### src/hdl/assert_macros.svh
// Assertion macros used by the command frame checker parser.
`ifndef ASSERT_MACROS_SVH
`define ASSERT_MACROS_SVH
`ifndef SYNTHESIS
`define ASSERT_PROP(lbl, clk, rst_n, prop, msg) \
  lbl: assert property (@(posedge clk) disable iff (!rst_n) prop) else $error(msg);
`define ASSERT_NEVER(lbl, clk, rst_n, cond, msg) \
  lbl: assert property (@(posedge clk) disable iff (!rst_n) !(cond)) else $error(msg);
`else
`define ASSERT_PROP(lbl, clk, rst_n, prop, msg)
`define ASSERT_NEVER(lbl, clk, rst_n, cond, msg)
`endif
`endif

### src/hdl/cfc_pkg.sv
// Types and constants of the command frame checker.
`timescale 1ns / 1ps
package cfc_pkg;

  localparam int unsigned CfgAddrW = 3;
  localparam int unsigned CfgDataW = 32;
  localparam int unsigned NumCap   = 5;

  localparam logic [7:0] DelimReset  = 8'd126;
  localparam logic [5:0] SwOpReset   = 6'd16;
  localparam logic [7:0] ChkBase     = 8'hFF;
  localparam logic [7:0] SysCmdMin   = 8'h01;
  localparam logic [7:0] SysCmdMax   = 8'h0F;
  localparam logic [7:0] AppCmdMin   = 8'h10;
  localparam logic [7:0] AppCmdMax   = 8'h20;

  typedef enum logic {
    REG_DELIM = 1'b0,
    REG_SWOP  = 1'b1
  } cfc_reg_e;

  typedef enum logic [1:0] {
    PH_IDLE    = 2'd0,
    PH_LEN     = 2'd1,
    PH_PAYLOAD = 2'd2,
    PH_CHECK   = 2'd3
  } cfc_phase_e;

  typedef enum logic [2:0] {
    ST_SYS_CMD   = 3'd0,
    ST_SW_CMD    = 3'd1,
    ST_APP_UNH   = 3'd2,
    ST_INVALID   = 3'd3,
    ST_BAD_DELIM = 3'd4,
    ST_BAD_CSUM  = 3'd5
  } cfc_status_e;

  typedef struct packed {
    logic [7:0] delim;
    logic [5:0] sw_op;
  } cfc_cfg_t;

  typedef struct packed {
    logic [7:0] frame_byte;
    logic       frame_start;
  } cfc_item_t;

  typedef struct packed {
    cfc_status_e status;
    logic [7:0]  command;
    logic [7:0]  command_type;
    logic [7:0]  switch_number;
    logic [7:0]  request_kind;
    logic [7:0]  switch_state;
  } cfc_result_t;

endpackage

### src/hdl/cfc_if.sv
// Valid/ready channel interfaces for frame bytes and check results.
`timescale 1ns / 1ps
interface cfc_in_if;
  logic       valid;
  logic       ready;
  logic [7:0] frame_byte;
  logic       frame_start;

  modport source (output valid, frame_byte, frame_start, input ready);
  modport sink   (input valid, frame_byte, frame_start, output ready);
endinterface

interface cfc_out_if;
  logic       valid;
  logic       ready;
  logic [2:0] status;
  logic [7:0] command;
  logic [7:0] command_type;
  logic [7:0] switch_number;
  logic [7:0] request_kind;
  logic [7:0] switch_state;

  modport source (output valid, status, command, command_type, switch_number,
                  request_kind, switch_state, input ready);
  modport sink   (input valid, status, command, command_type, switch_number,
                  request_kind, switch_state, output ready);
endinterface

### src/hdl/cfc_regs.sv
// APB configuration registers: start delimiter and switch opcode.
`timescale 1ns / 1ps
module cfc_regs
  import cfc_pkg::*;
(
  input  logic                clk_i,
  input  logic                rst_ni,
  input  logic                psel,
  input  logic                penable,
  input  logic                pwrite,
  input  logic [CfgAddrW-1:0] paddr,
  input  logic [CfgDataW-1:0] pwdata,
  output logic [CfgDataW-1:0] prdata,
  output logic                pready,
  output cfc_cfg_t            cfg_o
);

  logic [7:0] delim_q, delim_d;
  logic [5:0] sw_op_q, sw_op_d;
  logic       wr_en;
  cfc_reg_e   reg_sel;

  assign wr_en   = psel && penable && pwrite;
  assign reg_sel = cfc_reg_e'(paddr[2]);
  assign pready  = 1'b1;

  always_comb begin
    delim_d = delim_q;
    sw_op_d = sw_op_q;
    prdata  = '0;
    case (reg_sel)
      REG_DELIM: begin
        prdata = {{(CfgDataW-8){1'b0}}, delim_q};
        if (wr_en) delim_d = pwdata[7:0];
      end
      REG_SWOP: begin
        prdata = {{(CfgDataW-6){1'b0}}, sw_op_q};
        if (wr_en) sw_op_d = pwdata[5:0];
      end
      default: prdata = '0;
    endcase
  end

  always_ff @(posedge clk_i or negedge rst_ni) begin
    if (!rst_ni) begin
      delim_q <= DelimReset;
      sw_op_q <= SwOpReset;
    end else begin
      delim_q <= delim_d;
      sw_op_q <= sw_op_d;
    end
  end

  assign cfg_o = '{delim: delim_q, sw_op: sw_op_q};

endmodule

### src/hdl/cfc_in_reg.sv
// Input register for incoming frame words.
`timescale 1ns / 1ps
module cfc_in_reg
  import cfc_pkg::*;
(
  input  logic      clk_i,
  input  logic      rst_ni,
  cfc_in_if.sink    in_i,
  input  logic      adv_i,
  output logic      vld_o,
  output cfc_item_t item_o
);

  logic      vld_q, vld_d;
  cfc_item_t item_q;
  logic      take;

  // a word leaves the register in the same cycle a new one lands
  assign in_i.ready = !vld_q || adv_i;
  assign take       = in_i.valid && in_i.ready;

  always_comb begin
    vld_d = vld_q;
    if (take) vld_d = 1'b1;
    else if (adv_i) vld_d = 1'b0;
  end

  always_ff @(posedge clk_i or negedge rst_ni) begin
    if (!rst_ni) vld_q <= 1'b0;
    else vld_q <= vld_d;
  end

  always_ff @(posedge clk_i) begin
    if (take) item_q <= '{frame_byte: in_i.frame_byte, frame_start: in_i.frame_start};
  end

  assign vld_o  = vld_q;
  assign item_o = item_q;

endmodule

### src/hdl/cfc_parser.sv
// Frame parser: phase tracking, checksum, capture and result register.
`timescale 1ns / 1ps
`include "assert_macros.svh"
module cfc_parser
  import cfc_pkg::*;
(
  input  logic      clk_i,
  input  logic      rst_ni,
  input  cfc_cfg_t  cfg_i,
  input  logic      vld_i,
  input  cfc_item_t item_i,
  output logic      adv_o,
  cfc_out_if.source out_o
);

  cfc_phase_e            phase_q, phase_d;
  logic [7:0]            len_q, len_d;
  logic [7:0]            pos_q, pos_d;
  logic [7:0]            sum_q, sum_d;
  logic [NumCap-1:0][7:0] cap_q, cap_d;
  logic                  out_vld_q, out_vld_d;
  cfc_result_t           res_q, res_d;
  logic                  res_vld;
  logic [7:0]            pos_inc;
  logic [7:0]            csum_exp;
  logic [7:0]            cmd;
  logic [7:0]            b;

  assign adv_o    = vld_i && (!out_vld_q || out_o.ready);
  assign b        = item_i.frame_byte;
  assign pos_inc  = pos_q + 8'd1;
  assign csum_exp = ChkBase - sum_q;
  assign cmd      = cap_q[0];

  always_comb begin
    phase_d = phase_q;
    len_d   = len_q;
    pos_d   = pos_q;
    sum_d   = sum_q;
    cap_d   = cap_q;
    res_vld = 1'b0;
    res_d   = '0;
    if (adv_o) begin
      if (item_i.frame_start) begin
        cap_d = '0;
        len_d = '0;
        pos_d = '0;
        sum_d = '0;
        if (b != cfg_i.delim) begin
          phase_d      = PH_IDLE;
          res_vld      = 1'b1;
          res_d.status = ST_BAD_DELIM;
        end else begin
          phase_d = PH_LEN;
        end
      end else begin
        case (phase_q)
          PH_LEN: begin
            len_d   = b;
            pos_d   = '0;
            sum_d   = '0;
            phase_d = (b == 8'd0) ? PH_CHECK : PH_PAYLOAD;
          end
          PH_PAYLOAD: begin
            sum_d = sum_q + b;
            if (pos_q < 8'(NumCap)) cap_d[pos_q[2:0]] = b;
            pos_d = pos_inc;
            if (pos_inc == len_q) phase_d = PH_CHECK;
          end
          PH_CHECK: begin
            phase_d = PH_IDLE;
            res_vld = 1'b1;
            if (csum_exp != b) begin
              res_d.status = ST_BAD_CSUM;
            end else begin
              res_d.command = cmd;
              if (cmd >= SysCmdMin && cmd <= SysCmdMax) begin
                res_d.status = ST_SYS_CMD;
              end else if (cmd >= AppCmdMin && cmd <= AppCmdMax) begin
                if (cmd == {2'b00, cfg_i.sw_op}) begin
                  res_d.status        = ST_SW_CMD;
                  res_d.command_type  = cap_q[1];
                  res_d.switch_number = cap_q[2];
                  res_d.request_kind  = cap_q[3];
                  res_d.switch_state  = cap_q[4];
                end else begin
                  res_d.status = ST_APP_UNH;
                end
              end else begin
                res_d.status = ST_INVALID;
              end
            end
          end
          PH_IDLE: phase_d = PH_IDLE;  // stray word outside a frame
          default: phase_d = PH_IDLE;
        endcase
      end
    end
  end

  always_comb begin
    out_vld_d = out_vld_q && !out_o.ready;
    if (adv_o) out_vld_d = res_vld;
  end

  always_ff @(posedge clk_i or negedge rst_ni) begin
    if (!rst_ni) begin
      phase_q   <= PH_IDLE;
      len_q     <= '0;
      pos_q     <= '0;
      sum_q     <= '0;
      cap_q     <= '0;
      out_vld_q <= 1'b0;
    end else begin
      phase_q   <= phase_d;
      len_q     <= len_d;
      pos_q     <= pos_d;
      sum_q     <= sum_d;
      cap_q     <= cap_d;
      out_vld_q <= out_vld_d;
    end
  end

  always_ff @(posedge clk_i) begin
    if (adv_o && res_vld) res_q <= res_d;
  end

  assign out_o.valid         = out_vld_q;
  assign out_o.status        = res_q.status;
  assign out_o.command       = res_q.command;
  assign out_o.command_type  = res_q.command_type;
  assign out_o.switch_number = res_q.switch_number;
  assign out_o.request_kind  = res_q.request_kind;
  assign out_o.switch_state  = res_q.switch_state;

  `ASSERT_PROP(a_err_fields_zero, clk_i, rst_ni,
    out_vld_q && (res_q.status == ST_BAD_DELIM || res_q.status == ST_BAD_CSUM)
      |-> res_q.command == 8'd0 && res_q.switch_state == 8'd0,
    "error result carries payload bytes")
  `ASSERT_PROP(a_nonsw_fields_zero, clk_i, rst_ni,
    out_vld_q && res_q.status != ST_SW_CMD
      |-> res_q.command_type == 8'd0 && res_q.request_kind == 8'd0,
    "non-switch result carries switch bytes")
  `ASSERT_PROP(a_good_delim_len, clk_i, rst_ni,
    adv_o && item_i.frame_start && b == cfg_i.delim |=> phase_q == PH_LEN,
    "matching delimiter did not open a frame")
  `ASSERT_NEVER(a_pos_in_range, clk_i, rst_ni,
    phase_q == PH_PAYLOAD && pos_q >= len_q,
    "payload position ran past length")
  `ASSERT_NEVER(a_adv_while_stalled, clk_i, rst_ni,
    adv_o && out_vld_q && !out_o.ready,
    "word consumed while result stalled")

endmodule

### src/hdl/command_frame_checker_unit.sv
// Top level of the command frame checker.
`timescale 1ns / 1ps
// Command frame checker: parses frames of the form
//   delimiter, length L, L payload bytes, checksum (0xFF minus payload sum).
// in_i carries one frame byte per word; frame_start marks a frame's first
// byte and always drops any partial frame without a result.
// out_o carries one word per completed or rejected frame: a status code
// (system, switch, unhandled app, invalid, bad delimiter, bad checksum) and
// the first five payload bytes where the status calls for them.
// The APB port holds the start delimiter (address 0) and the switch opcode
// (address 4); write them only while no frame is in flight.
// Throughput: one input word per cycle while out_o takes results; the parse
// step sits between the input register and the result register.
// A result is registered once its checksum byte leaves the input register.
// When out_o stalls, the result register holds and one further word may sit
// in the input register; in_i.ready then drops until the result is taken.
// Reset clears the parser to idle, drops pending words and loads the
// register defaults (delimiter 0x7E, switch opcode 16).
module command_frame_checker_unit
  import cfc_pkg::*;
(
  input  logic                clk_i,
  input  logic                rst_ni,
  cfc_in_if.sink              in_i,
  cfc_out_if.source           out_o,
  input  logic                psel,
  input  logic                penable,
  input  logic                pwrite,
  input  logic [CfgAddrW-1:0] paddr,
  input  logic [CfgDataW-1:0] pwdata,
  output logic [CfgDataW-1:0] prdata,
  output logic                pready
);

  cfc_cfg_t  cfg;
  logic      stage_vld;
  cfc_item_t stage_item;
  logic      adv;

  cfc_regs u_regs (
    .clk_i   (clk_i),
    .rst_ni  (rst_ni),
    .psel    (psel),
    .penable (penable),
    .pwrite  (pwrite),
    .paddr   (paddr),
    .pwdata  (pwdata),
    .prdata  (prdata),
    .pready  (pready),
    .cfg_o   (cfg)
  );

  cfc_in_reg u_in_reg (
    .clk_i  (clk_i),
    .rst_ni (rst_ni),
    .in_i   (in_i),
    .adv_i  (adv),
    .vld_o  (stage_vld),
    .item_o (stage_item)
  );

  cfc_parser u_parser (
    .clk_i  (clk_i),
    .rst_ni (rst_ni),
    .cfg_i  (cfg),
    .vld_i  (stage_vld),
    .item_i (stage_item),
    .adv_o  (adv),
    .out_o  (out_o)
  );

endmodule

### src/flat_wrapper.sv
// flat-port wrapper written by rule: the top's interface ports become plain ports
module command_frame_checker_unit_flat import cfc_pkg::*;
  (clk_i, rst_ni, psel, penable, pwrite, paddr, pwdata, prdata, pready, in_i_valid, in_i_frame_byte, in_i_frame_start, in_i_ready, out_o_valid, out_o_status, out_o_command, out_o_command_type, out_o_switch_number, out_o_request_kind, out_o_switch_state, out_o_ready);
  cfc_in_if in_i_i ();
  cfc_out_if out_o_i ();
  input  logic clk_i;
  input  logic rst_ni;
  input  logic psel;
  input  logic penable;
  input  logic pwrite;
  input  logic [CfgAddrW-1:0] paddr;
  input  logic [CfgDataW-1:0] pwdata;
  output logic [CfgDataW-1:0] prdata;
  output logic pready;
  input wire logic [$bits(in_i_i.valid)-1:0] in_i_valid;
  input wire logic [$bits(in_i_i.frame_byte)-1:0] in_i_frame_byte;
  input wire logic [$bits(in_i_i.frame_start)-1:0] in_i_frame_start;
  output wire logic [$bits(in_i_i.ready)-1:0] in_i_ready;
  output wire logic [$bits(out_o_i.valid)-1:0] out_o_valid;
  output wire logic [$bits(out_o_i.status)-1:0] out_o_status;
  output wire logic [$bits(out_o_i.command)-1:0] out_o_command;
  output wire logic [$bits(out_o_i.command_type)-1:0] out_o_command_type;
  output wire logic [$bits(out_o_i.switch_number)-1:0] out_o_switch_number;
  output wire logic [$bits(out_o_i.request_kind)-1:0] out_o_request_kind;
  output wire logic [$bits(out_o_i.switch_state)-1:0] out_o_switch_state;
  input wire logic [$bits(out_o_i.ready)-1:0] out_o_ready;
  assign in_i_i.valid = in_i_valid;
  assign in_i_i.frame_byte = in_i_frame_byte;
  assign in_i_i.frame_start = in_i_frame_start;
  assign in_i_ready = in_i_i.ready;
  assign out_o_valid = out_o_i.valid;
  assign out_o_status = out_o_i.status;
  assign out_o_command = out_o_i.command;
  assign out_o_command_type = out_o_i.command_type;
  assign out_o_switch_number = out_o_i.switch_number;
  assign out_o_request_kind = out_o_i.request_kind;
  assign out_o_switch_state = out_o_i.switch_state;
  assign out_o_i.ready = out_o_ready;
  command_frame_checker_unit u_core (.clk_i(clk_i), .rst_ni(rst_ni), .in_i(in_i_i), .out_o(out_o_i), .psel(psel), .penable(penable), .pwrite(pwrite), .paddr(paddr), .pwdata(pwdata), .prdata(prdata), .pready(pready));
endmodule
### config.mk
export PLATFORM = sky130hd
export DESIGN_NAME = command_frame_checker_unit_flat
export DESIGN_NICKNAME = d
export VERILOG_FILES = /design/src/hdl/cfc_pkg.sv /design/src/hdl/cfc_if.sv /design/src/hdl/cfc_regs.sv /design/src/hdl/cfc_in_reg.sv /design/src/hdl/cfc_parser.sv /design/src/hdl/command_frame_checker_unit.sv /design/src/flat_wrapper.sv
export VERILOG_INCLUDE_DIRS = /design/src /design/src/hdl
export SDC_FILE = /design/constraint.sdc
export NUM_CORES = 1
export LEC_CHECK = 0
export BUFFER_PORTS_ARGS = -buffer_cell sky130_fd_sc_hd__buf_2
export CAP_MARGIN = 20
export CORE_MARGIN = 2
export CORE_UTILIZATION = 45
export CTS_CLUSTER_SIZE = 16
export DETAILED_ROUTE_END_ITERATION = 16
export PLACE_DENSITY = 0.69
export SYNTH_ARGS = -nofsm -noshare
export SYNTH_HDL_FRONTEND = slang
export SYNTH_SLANG_ARGS = --single-unit
### constraint.sdc
create_clock -name clk_i -period 2.3 [get_ports clk_i]
set_input_delay 0.575 -clock clk_i [delete_from_list [all_inputs] [get_ports clk_i]]
set_output_delay 0.575 -clock clk_i [all_outputs]
set_load 0.01 [all_outputs]
# == Word-level counts from Yosys, hierarchy flattened ==
# Cells that the tools add are included.
# word_totals
ff_bits,134
inputBits,51
out_inout_bits,78
# classes
n_addsub,3
magnitude_cmp,7
eq_ne,8
n_mux,36
bitwise,5
n_reduce_logical,30
# op_table
op,n
2-to-1 mux 40 bit,4
2-to-1 mux 32 bit,3
case mux 32 bit (2 select lines),1
2-to-1 mux 43 bit,1
bitwise mux 40 bit,1
2-to-1 mux 8 bit,5
case mux 8 bit (2 select lines),2
demux 8 bit (select 3 bit),1
!= test 8 bit,2
2-to-1 mux 3 bit,4
AND reduction 2 bit,5
logical AND 1 bit,9
2-to-1 mux 1 bit,9
"adder 8 x 1 -> 8 bit, second input constant",1
adder 8 bit,1
equality test 8 x 6 -> 1 bit,1
equality test 8 bit,1
"greater-or-equal comparator 8 x 1 -> 1 bit, second input constant",1
"greater-or-equal comparator 8 x 5 -> 1 bit, second input constant",1
"<= comparator 8 x 4 -> 1 bit, second input constant",1
"<= comparator 8 x 6 -> 1 bit, second input constant",1
logical NOT 8 bit,1
"< comparator 8 x 3 -> 1 bit, second input constant",1
2-to-1 mux 2 bit,4
other kinds (17),28

# == Longest topological paths before layout ==
# logic_depth
ltp_word,8
mapped_depth,9

# == Hierarchy ==
# A second synthesis with hierarchy kept.
# unflattened
hier_cells,517
hier_area_um2,6346.1
# by_module_without_submodules
mod,n_inst,cells_each,area_per_inst_um2,seq_area_each_um2
cfc_parser,1,438,5182.5,2967.8
cfc_regs,1,66,839.6,359.1
cfc_in_reg,1,13,324.1,295.3

# == Least setup slack after synthesis ==
# No wires, ideal clock.
# synth_timing
path_type,input to register
startpoint,input out_o_ready
endpoint,"register u_core.u_parser.res_q, in the netlist u_core.u_parser.out_o.command[0], enable pin"
arrival_time_ps,2331
required_ps,1895
setup_slack_ps,-436
stages,5
path_buffers,1
cell_sequence,nand2b_1 nand2_1 clkbuf_1 a31oi_1 o21a_1
# synth_between
elab_chain_cells,4
# synth_rtl
item,line,text
start: declaration,flat_wrapper.sv:26,input wire logic [$bits(out_o_i.ready)-1:0] out_o_ready;
logical OR 1 bit (*),cfc_parser.sv:29,assign adv_o = vld_i && (!out_vld_q || out_o.ready);
logical AND 1 bit (*),cfc_parser.sv:29,
2-to-1 mux 1 bit,cfc_parser.sv:43,if (adv_o) begin
logical AND 1 bit (*),cfc_parser.sv:125,if (adv_o && res_vld) res_q <= res_d;
end signal: assignment,cfc_parser.sv:125,
end: declaration,cfc_parser.sv:22,"cfc_result_t res_q, res_d;"
# Mark *: on every way between the ends. The rest lies on a longest branch, timed or not.
# A chain may end at the register's enable or synchronous reset.

# == Worst setup path after layout ==
# layout_timing
startpoint,"register u_core.u_in_reg.item_q, in the netlist u_core.u_in_reg.item_o[1]"
endpoint,register u_core.u_parser.sum_q[6]
# layout_between
elab_chain_cells,3
# layout_rtl
item,line,text
start: declaration,cfc_in_reg.sv:15,cfc_item_t item_q;
start signal: assignment,cfc_in_reg.sv:34,"if (take) item_q <= '{frame_byte: in_i.frame_byte, frame_start: in_i.frame_start};"
adder 8 bit,cfc_parser.sv:65,sum_d = sum_q + b;
case mux 8 bit (2 select lines),cfc_parser.sv:57,case (phase_q)
2-to-1 mux 8 bit,cfc_parser.sv:44,if (item_i.frame_start) begin
end signal: assignment,cfc_parser.sv:118,sum_q <= sum_d;
end: declaration,cfc_parser.sv:19,"logic [7:0] sum_q, sum_d;"
# No other way between the ends.

==> results.ini <==
[place]
dp_slack_ps=92.0
placedCellCount=880
postPlaceCellArea_um2=7530
globalplace.congestion=0.887
dp_hpwl_um=10300
io_buffers=77

[critical_path]
crit_fanout=2
crit_path_max_incr_delay_ps=410
r2r-end=u_core.u_parser.sum_q[6]
end_kind=flip-flop
cp_top_family=compound AO/OA/AOI/OAI gates
r2r-start=u_core.u_in_reg.item_o[1]
critPathKind=reg2reg
crit_chain=ha_1 -> fa_1 -> a21o_1 -> a21oi_1 -> o21bai_1 -> a21oi_1 -> xor2_1 -> o31ai_1
rr_worst_depth=8
required_ps=2630
cp_num_buf_inv=0
cp-start-kind=flip-flop
crit_arrival_ps=2470
rrSetupSlack_ps=160
cp_slowest_cell=edfxtp_1
crit_top_cell=a21oi_1

[clock_network]
cts_max_path_buffers=2
htree_levels=4
cts.sinks=134
clk_pin_slew_ps=60
cts_tree=yes
cts_buffers=17
clk_latency_ps=420
clock-root-buffer=clkbuf_16

[sta]
tightest_slew_ps=602
fin_setup_tns_ps=0
setup-violations-final=0
slew_headroom=0.597
clock_skew_ps=6.99
hold_viol=0
rsz0062_at_grt=no
fin_hold_ws_ps=135
layout_min_cycle_time_ps=2140
drv_slew=0
setup_slack_ps=159
fmax_mhz=467
timing.final.crit_share=0.931

[global_route]
antenna_found_initial=0
grt_max_degree=45
grt_pass1_wl_um=24900
grt_remaining_overflow=0
grt_pass1_vias=4932
track_usage=0.195

[synthesis]
yosysUniqueCellTypes=62
synth_area_per_cell_um2=10.9
netlist_top_cells_count=dfrtp_1, nand2_1, edfxtp_1, o21ai_0, mux2i_1
yosys.area.top_type=dfrtp_1
ys_ff_latch=134
ys.flop_type=dfrtp_1
ys_top_cells_by_area=dfrtp_1, edfxtp_1, mux2i_1
synth_enable_flop_cells=52
synth_top_area_frac=0.273
yosysMostFrequentCell=dfrtp_1
syn_inst=628
ys_seq_area_frac=0.527
yosysWarnings=0
synthArstFlopShare=0.612
netlist_area_um2=6880

[cells_and_area]
final_area_um2=8180
area_growth_pct=19.0
num_antenna_cells=0
stdcell_count=912
fin_util=0.542
fillers=1281
nets=776
drive_above_1_share=0.257

[run_status]
outcome=completed

[floorplan]
io_pins=129
die_h_um=128
rows=45
core_um2=15100
start_util=0.456
die_x_um=128
dieArea_um2=16300

[detailed_routing]
dr_total_vias=4991
wirelength_um=15300
drtAntennaViolNets=0
avgRoutedWirePerCell_um=16.8
drt-initial-drc-count=505
viasPerCell=5.47
dr.pass1.iters=5
drc=0

[hold_path]
hp-class=in2async

[job]
cap_violations=0

[pwr]
p_leak_nw=3.54
power_density_nw_per_um2=978
vdd_drop_max_mv=0.720
total_power_mw=8.00

registers in the layout, summed over array words and instances (netlist names):
register,cells
u_core.u_regs.delim_q,8
u_core.u_parser.cmd,8
u_core.u_parser.phase_q,2
u_core.u_regs.sw_op_q,6
u_core.u_parser.out_o.command_type,8
u_core.u_parser.len_q,8
u_core.u_parser.out_o.command,8
u_core.u_parser.cap_q,32
u_core.u_parser.out_o.request_kind,8
u_core.u_parser.out_o.valid,1
u_core.u_parser.out_o.switch_number,8
u_core.u_parser.out_o.status,3
u_core.u_in_reg.item_o,9
u_core.u_in_reg.vld_o,1
u_core.u_parser.out_o.switch_state,8
u_core.u_parser.pos_q,8
u_core.u_parser.sum_q,8
cell families (layout without fill, tap and decap cells):
| kind of cell | count (synthesis) | count (layout) | synth area share |
|---|---|---|---|
| AOI/OAI and AO/OA | 118 | 118 | 0.108 |
| xor gates and xnor gates | 27 | 27 | 0.0344 |
| adders and majority gates | 14 | 14 | 0.0266 |
| buffers and inverters | 80 | 153 | 0.0646 |
| DFF | 134 | 134 | 0.527 |
| muxes | 62 | 62 | 0.0941 |
| other | 2 | 25 | 0.00109 |
| and+or+nand+nor | 191 | 191 | 0.145 |
what timing repair did:
action / 4_1_cts / 5_1_grt
endpoints found under the hold margin: 0 / 0
resized for setup: 0 / 8
buffers inserted: 0 / 0
endpoints found under the setup margin: 0 / 32
hold buffers: 0 / 0
cells in the final DEF, fill, tap and decap left out, types with 11 or more instances in the layout:
cell type / n
and3_1: 36
buf_2: 76
buf_4: 29
clkbuf_16: 17
conb_1: 25
dfrtp_1: 74
edfxtp_1: 52
ha_1: 12
mux2_2: 21
mux2i_1: 41
nand2_1: 69
nand3_1: 11
nor2_1: 19
o21ai_0: 47
o21ai_1: 18
xor2_1: 18
power breakdown:
group / internal, mW / total (mW) / switching [mW]
sequential: 2.95 / 3.35 / 0.399
combinational: 0.808 / 1.81 / 0.998
clock: 1.84 / 2.85 / 1.00
total: 5.60 / 8.00 / 2.40
routing by layer:
metal  wire (um)  track usage  up-vias
met5           0            0        -
met4         263       0.0705        0
met3         914       0.0373       26
met2        7350        0.323      190
met1        6760        0.257     2420
li1            -            -     2355
area by class of cell:
class / count / area [um2] / area share
repair buffers: 112 / 738 / 0.0902
clock inverters: 12 / 175 / 0.0214
flip-flops and latches: 134 / 3620 / 0.443
clock buffers: 20 / 447 / 0.0546
well taps: 188 / 235 / 0.0288
multi-input cells: 437 / 2930 / 0.358
inverters: 9 / 33.8 / 0.00413
worst max-delay path by stage:
stage               cells past startpoint  slack (ps)                                to                       start
finish                                  8         160          u_core.u_parser.sum_q[6]   u_core.u_in_reg.item_o[1]
global placement                        9         190            u_core.u_parser.cmd[3]  u_core.u_parser.phase_q[0]
global route                            8          20          u_core.u_parser.sum_q[6]   u_core.u_in_reg.item_o[1]
floorplan                               5        0.08  u_core.u_parser.out_o.command[0]                 out_o_ready
detailed placement                      9          90            u_core.u_parser.cmd[0]  u_core.u_parser.phase_q[0]
CTS                                     9          80            u_core.u_parser.cmd[0]  u_core.u_parser.phase_q[0]
(Power assumes the default switching activity.)
